**config.mk**
```make
export PLATFORM = sky130hd
export DESIGN_NAME = bcf_front_flat
export DESIGN_NICKNAME = d
export VERILOG_FILES = /design/src/rtl/bcf_pkg.sv /design/src/rtl/bcf_if.sv /design/src/rtl/bcf_front.sv /design/src/flat_wrapper.sv
export SDC_FILE = /design/constraint.sdc
export NUM_CORES = 1
export LEC_CHECK = 0
export ABC_AREA = 1
export BUFFER_PORTS_ARGS = -buffer_cell sky130_fd_sc_hd__buf_4
export CAP_MARGIN = 20
export CORE_MARGIN = 2
export CORE_UTILIZATION = 35
export DETAILED_ROUTE_END_ITERATION = 16
export GPL_ROUTABILITY_DRIVEN = 0
export SETUP_SLACK_MARGIN = 0.5
export SLEW_MARGIN = 20
export SYNTH_ARGS = -nofsm -noshare
export SYNTH_HDL_FRONTEND = slang
export SYNTH_SLANG_ARGS = --single-unit
export TNS_END_PERCENT = 50
```
**constraint.sdc**
```tcl
create_clock -name clk_i -period 17.1 [get_ports clk_i]
set_clock_uncertainty 0.15 [all_clocks]
set_input_delay 1.71 -clock clk_i [delete_from_list [all_inputs] [get_ports clk_i]]
set_output_delay 1.71 -clock clk_i [all_outputs]
set_load 0.05 [all_outputs]
```
**src/rtl/bcf_pkg.sv**
```systemverilog
// shared types and constants of the constant folder
`default_nettype none
package bcf_pkg;

  localparam int unsigned NumVregsDefault = 256;
  localparam int unsigned NumSlotsDefault = 64;

  localparam int unsigned ModeW  = 3;
  localparam int unsigned RegW   = 8;
  localparam int unsigned SlotW  = 6;
  localparam int unsigned DataW  = 64;
  localparam int unsigned OpW    = 4;

  typedef enum logic [ModeW-1:0] {
    MODE_LOAD_IMM   = 3'd0,
    MODE_LOAD_LOCAL = 3'd1,
    MODE_STORE      = 3'd2,
    MODE_BINARY     = 3'd3,
    MODE_UNARY      = 3'd4,
    MODE_CALL       = 3'd5,
    MODE_OTHER      = 3'd6,
    MODE_SPARE      = 3'd7
  } mode_e;

  typedef enum logic [OpW-1:0] {
    OP_ADD = 4'd0, OP_SUB = 4'd1, OP_MUL = 4'd2, OP_DIV = 4'd3,
    OP_MOD = 4'd4, OP_EQ  = 4'd5, OP_NE  = 4'd6, OP_LT  = 4'd7,
    OP_LE  = 4'd8, OP_GT  = 4'd9, OP_GE  = 4'd10, OP_AND = 4'd11,
    OP_OR  = 4'd12, OP_NEG = 4'd13, OP_NOT = 4'd14, OP_NONE = 4'd15
  } op_e;

  // one request as carried on the channels
  typedef struct packed {
    logic [ModeW-1:0] mode;
    logic             block_start;
    logic [RegW-1:0]  dest_reg;
    logic [RegW-1:0]  src_a;
    logic [RegW-1:0]  src_b;
    logic [SlotW-1:0] slot;
    logic [DataW-1:0] imm;
    logic [OpW-1:0]   op;
  } instr_t;

  typedef struct packed {
    logic             rewritten;
    logic [RegW-1:0]  out_dest;
    logic [DataW-1:0] folded_value;
  } result_t;

endpackage
`default_nettype wire

```
**src/rtl/bcf_if.sv**
```systemverilog
// valid/ready channel interfaces for requests and results
`default_nettype none
interface bcf_instr_if;
  logic                      valid;
  logic                      ready;
  logic [bcf_pkg::ModeW-1:0] mode;
  logic                      block_start;
  logic [bcf_pkg::RegW-1:0]  dest_reg;
  logic [bcf_pkg::RegW-1:0]  src_a;
  logic [bcf_pkg::RegW-1:0]  src_b;
  logic [bcf_pkg::SlotW-1:0] slot;
  logic [bcf_pkg::DataW-1:0] imm;
  logic [bcf_pkg::OpW-1:0]   op;
  modport source (output valid, mode, block_start, dest_reg, src_a, src_b, slot, imm, op,
                  input ready);
  modport sink (input valid, mode, block_start, dest_reg, src_a, src_b, slot, imm, op,
                output ready);
endinterface

`default_nettype wire

```
**src/rtl/bcf_front.sv**
```systemverilog
// front end: request capture and two-entry queue to the back end
`default_nettype none
module bcf_front (
  input  wire logic            clk_i,
  input  wire logic            rst_ni,
  bcf_instr_if.sink            in_if,
  output bcf_pkg::instr_t      q_data_o,
  output logic                 q_valid_o,
  input  wire logic            q_pop_i
);

  bcf_pkg::instr_t mem_q [2];
  logic       wp_q, rp_q;
  logic [1:0] cnt_q;
  logic       push;

  assign in_if.ready = (cnt_q != 2'd2);
  assign push        = in_if.valid && in_if.ready;
  assign q_valid_o   = (cnt_q != 2'd0);
  assign q_data_o    = mem_q[rp_q];

  // queue storage
  always_ff @(posedge clk_i) begin
    if (push) begin
      mem_q[wp_q] <= '{mode: in_if.mode, block_start: in_if.block_start,
                       dest_reg: in_if.dest_reg, src_a: in_if.src_a, src_b: in_if.src_b,
                       slot: in_if.slot, imm: in_if.imm, op: in_if.op};
    end
  end

  // queue pointers
  always_ff @(posedge clk_i or negedge rst_ni) begin
    if (!rst_ni) begin
      wp_q  <= 1'b0;
      rp_q  <= 1'b0;
      cnt_q <= 2'd0;
    end else begin
      if (push) wp_q <= ~wp_q;
      if (q_pop_i) rp_q <= ~rp_q;
      cnt_q <= cnt_q + {1'b0, push} - {1'b0, q_pop_i};
    end
  end

endmodule
`default_nettype wire

```
**src/flat_wrapper.sv**
```systemverilog
// flat-port wrapper written by rule: the top's interface ports become plain ports
module bcf_front_flat 
  (clk_i, rst_ni, q_data_o, q_valid_o, q_pop_i, in_if_valid, in_if_mode, in_if_block_start, in_if_dest_reg, in_if_src_a, in_if_src_b, in_if_slot, in_if_imm, in_if_op, in_if_ready);
  bcf_instr_if in_if_i ();
  input  wire logic clk_i;
  input  wire logic rst_ni;
  output bcf_pkg::instr_t q_data_o;
  output logic q_valid_o;
  input  wire logic q_pop_i;
  input wire logic [$bits(in_if_i.valid)-1:0] in_if_valid;
  input wire logic [$bits(in_if_i.mode)-1:0] in_if_mode;
  input wire logic [$bits(in_if_i.block_start)-1:0] in_if_block_start;
  input wire logic [$bits(in_if_i.dest_reg)-1:0] in_if_dest_reg;
  input wire logic [$bits(in_if_i.src_a)-1:0] in_if_src_a;
  input wire logic [$bits(in_if_i.src_b)-1:0] in_if_src_b;
  input wire logic [$bits(in_if_i.slot)-1:0] in_if_slot;
  input wire logic [$bits(in_if_i.imm)-1:0] in_if_imm;
  input wire logic [$bits(in_if_i.op)-1:0] in_if_op;
  output wire logic [$bits(in_if_i.ready)-1:0] in_if_ready;
  assign in_if_i.valid = in_if_valid;
  assign in_if_i.mode = in_if_mode;
  assign in_if_i.block_start = in_if_block_start;
  assign in_if_i.dest_reg = in_if_dest_reg;
  assign in_if_i.src_a = in_if_src_a;
  assign in_if_i.src_b = in_if_src_b;
  assign in_if_i.slot = in_if_slot;
  assign in_if_i.imm = in_if_imm;
  assign in_if_i.op = in_if_op;
  assign in_if_ready = in_if_i.ready;
  bcf_front u_core (.clk_i(clk_i), .rst_ni(rst_ni), .in_if(in_if_i), .q_data_o(q_data_o), .q_valid_o(q_valid_o), .q_pop_i(q_pop_i));
endmodule
```
# [After elaboration in Yosys (flattened, before gate mapping)]
# Memories as Yosys holds them, arrays and structs flattened.
# Cells that the tools add are included.
[op_classes] bitwise=2 eq_ne=1 addsub=2 n_reduce_logical=2 n_mux=2
[op_table] operator="adder 2 x 1 -> 2 bit" n=1
[op_table] operator="2-to-1 mux 1 bit" n=2
[op_table] operator="!= test 2 bit (second input constant)" n=1
[op_table] operator="NOT 1 bit" n=2
[op_table] operator="nonzero test 2 bit" n=1
[op_table] operator="subtractor 2 x 1 -> 2 bit" n=1
[op_table] operator="logical AND 1 bit" n=1
[totals] memories=1 ramBits=204 ff_bits=4
[mem_list] memory="u_core.mem_q" words=2 width=102 read_ports=1 rd_ports_with_merged_regs=0 write_ports=1 line_no="bcf_front.sv:12" source="bcf_pkg::instr_t mem_q [2];"

# [Logic depth before layout (Yosys ltp)]
[logic_depth] depth_word=4 ltp_mapped=8

# [Least setup slack after synthesis]
# OpenSTA, ideal clock, no wires.
[synth_timing] path_type="input port to flip-flop" startpoint="input port in_if_valid" endpoint="memory u_core.mem_q[1][0] in the netlist's numbering (enable)" setup_time_ps=566 required_ps=16384 path_stages=2 arrival_time_ps=6108 setup_slack_ps=10277 path_buffers=0 path_cell_list="nand2_1 > nor2_1"
[synth_via] elab_chain_cells=3
[synth_rtl] item="start, declared" line_no="flat_wrapper.sv:10" source="input wire logic [$bits(in_if_i.valid)-1:0] in_if_valid;"
[synth_rtl] item="logical AND 1 bit" line_no="bcf_front.sv:18" source="assign push = in_if.valid && in_if.ready;"
[synth_rtl] item="2-to-1 mux 1 bit" line_no="bcf_front.sv:24" source="if (push) begin"
[synth_rtl] item="2-to-1 mux 1 bit (not written as such)" line_no="bcf_front.sv:25" source="mem_q[wp_q] <= '{mode: in_if.mode, block_start: in_if.block_start,"
[synth_rtl] item="end, declared" line_no="bcf_front.sv:12"
# Every way passes these cells.

==> flow_summary_export.csv <==
group,metric,value,unit
finish,stdcell_area,0.01016,sq mm
global_routing,grt_pass1_vias,4175,
clock_tree,cts_tree,"yes",
finish,final_cells,864,
min_path,min_to,"u_core.wp_q",
clock_tree,clkSinkCount,208,
min_path,hp-start,"u_core.wp_q",
route,drtPass1Iterations,6,
route,drt_iter0_markers,124,
floorplanning,die_area,0.02289,sq mm
clock_tree,ctsLongestPathBuffers,3,
pwr,sw_frac_of_total,0.3963,
pwr,p_leak,0.003792,uW
floorplanning,core,0.02115,sq mm
worst_setup_path,critical_path.endpoint_type,"output pin",
global_routing,antenna_found_initial,0,
synthesis,ys_ff_latch,208,
placement,portBuffers,209,
synthesis,syn_area_per_cell,21.94,sq um
placement,dpl.hpwl,9.625,mm
clock_tree,clk_latency,490,ps
worst_setup_path,startpoint_type,"register",
worst_setup_path,r2r_start,"u_core.cnt_q[1]",
placement,dp_slack,12690,ps
worst_setup_path,required,15240,ps
clock_tree,cts_buffers,22,
clock_tree,cts_setup_buffers,0,
route,viasPerCell,4.487,
floorplanning,die_h,151.3,um
clock_tree,htreeDepth,1,
synthesis,synthCells,346,
route,wl_per_cell,17.32,um
clock_tree,clkTransAtPathRegs,60,ps
worst_setup_path,ff2ff_setup_slack,14430,ps
timing,tns,0,ps
worst_setup_path,worstSetupPathType,"reg -> out",
worst_setup_path,cp.arrival,2770,ps
timing,finalCritPeriodShare,0.2708,
global_routing,grt_max_degree,66,
finish,multi_input_area,0.001254,sq mm
global_routing,grt_pass1_wl,21.97,mm
finish,final_cell_mix,"buf_4 (212), edfxtp_1 (204), mux2_2 (102)",
timing,fin_crit,4631,ps
status,status,"finished clean",
min_path,holdCritPathClass,"reg -> reg",
pwr,vdd_drop_max,133.5,uV
finish,seqCellArea,0.006230,sq mm
timing,setup_violations,0,
global_routing,grtUsageTotal,0.1246,
floorplanning,core.rowCount,53,
synthesis,yosysSeqAreaShare,0.8200,
timing,timing.slew.headroom,0.3919,
clock_tree,cts_resized,0,
pwr,clkPwrFrac,0.214,
route,dr_total_vias,3877,
timing,drv_slew,0,
pwr,p_comb_frac,0.425,
clock_tree,cts-root-buf,"clkbuf_16",
timing,worstMarginPinSlew,912.1,ps
floorplanning,die_x,151.3,um
synthesis,synthesis.nets,453,
finish,area_growth,33.82,%
timing,rsz0062_at_grt,"false",
route,ant_nets,0,
min_path,holdPathStages,2,
pwr,switching_power,811.7,uW
finish,drive_gt1_frac,0.5908,
timing,finalHoldViolCount,0,
timing,fmax,0.2159,GHz
clock_tree,cts_hold_buf,0,
global_routing,grt_overflow,0,
finish,layout_commonest_cell,"buf_4",
worst_setup_path,rr_worst_depth,5,
synthesis,ys_warn_count,0,
pwr,p_int,1236,uW
pwr,p_seq_frac,0.360,
route,drcViolationCount,0,
synthesis,synth_cell_types,13,
finish,num-nets-final,680,
floorplanning,start_util,0.3589,
worst_setup_path,rr_endpoint,"u_core.mem_q[1][13]",
floorplanning,top_level_ports,210,
worst_setup_path,cp_max_fo,63,
timing,setup_ws,12470,ps
job,cap_violations,0,
pwr,p_per_area,201.6,mW/mm^2
finish,fill_cells,1786,
placement,dp_cells,822,
synthesis,netlist_area,0.007592,sq mm
route,totalWireLength,14.96,mm
finish,diodes,0,
placement,place_area,0.009445,sq mm
==> power by group through the flow <==
stage / clock [uW] / sequential, uW / combinational, uW
6_report: 439 / 738 / 871
5_1_grt: 475 / 751 / 911
4_1_cts: 455 / 742 / 878
3_5_place_dp: 0 / 752 / 875
3_3_place_gp: 0 / 746 / 869
2_1_floorplan: 0 / 741 / 653
==> logic make-up (layout without fill, tap and decap cells) <==
logic type | count (synthesis) | after routing | synth area share
buffers and inverters | 18 | 261 | 0.01681
AND/OR/NAND/NOR | 14 | 14 | 0.007251
adder cells (fa/ha/maj) | 1 | 1 | 0.001648
multiplexers | 102 | 102 | 0.1513
AO/OA/AOI/OAI | 1 | 1 | 0.0006586
XOR/XNOR | 2 | 2 | 0.002308
flip-flops | 208 | 208 | 0.8200
==> registers in the layout (all words and copies together), names as in the netlist <==
name	flops
u_core.mem_q	204
u_core.cnt_q	2
u_core.rp_q	1
u_core.wp_q	1
==> per-stage QoR <==
stage                     utilization  total power [uW]  hold slack, ps
after floorplan                     -              1394           339.2
after global placement         0.4465              1615           432.4
after detailed placement       0.4465              1627           436.4
after CTS                      0.4784              2075           445.9
after global routing           0.4803              2137           511.6
final                          0.4803              2048           442.0
==> cell usage after synthesis <==
library cell,n,area share
a21oi_1,1,0.00066
buf_2,3,0.0020
buf_4,1,0.00099
buf_6,7,0.010
dfrtp_1,4,0.013
edfxtp_1,204,0.81
ha_1,1,0.0016
inv_1,7,0.0035
mux2_2,102,0.15
nand2_1,8,0.0040
nand3_1,2,0.0013
nor2_1,4,0.0020
xor2_1,2,0.0023
==> how the worst max path moves through the flow <==
stage                      from             endpoint  depth (start not counted)
global placement    in_if_valid  u_core.mem_q[1][45]                          4
CTS                 u_core.rp_q         q_data_o[98]                          3
finish              u_core.rp_q         q_data_o[98]                          3
global route        u_core.rp_q         q_data_o[98]                          3
detailed placement  in_if_valid  u_core.mem_q[1][45]                          4
floorplan           in_if_valid   u_core.mem_q[1][0]                          2
==> per-layer routing <==
layer	global-route usage	share of wire	vias to the layer above
met3	0.04277	0.090	24
met2	0.2170	0.49	145
li1	-	-	1813
met4	0.02804	0.019	0
met5	0	0	-
met1	0.1494	0.40	1895
==> area by class of cell <==
cell class	instances	area share
well taps	275	0.03387
multi-input cells	120	0.1234
clock buffers	27	0.05813
flip-flops and latches	208	0.6132
inverters	7	0.002586
repair buffers	214	0.1606
clock inverters	13	0.008251
==> worst max-delay path, cell delays in order (launching register included) <==
cell     delay, ps
dfrtp_4        780
buf_4          770
mux2_2         450
buf_4          200
Note: power is estimated with default switching activity, not from simulation.
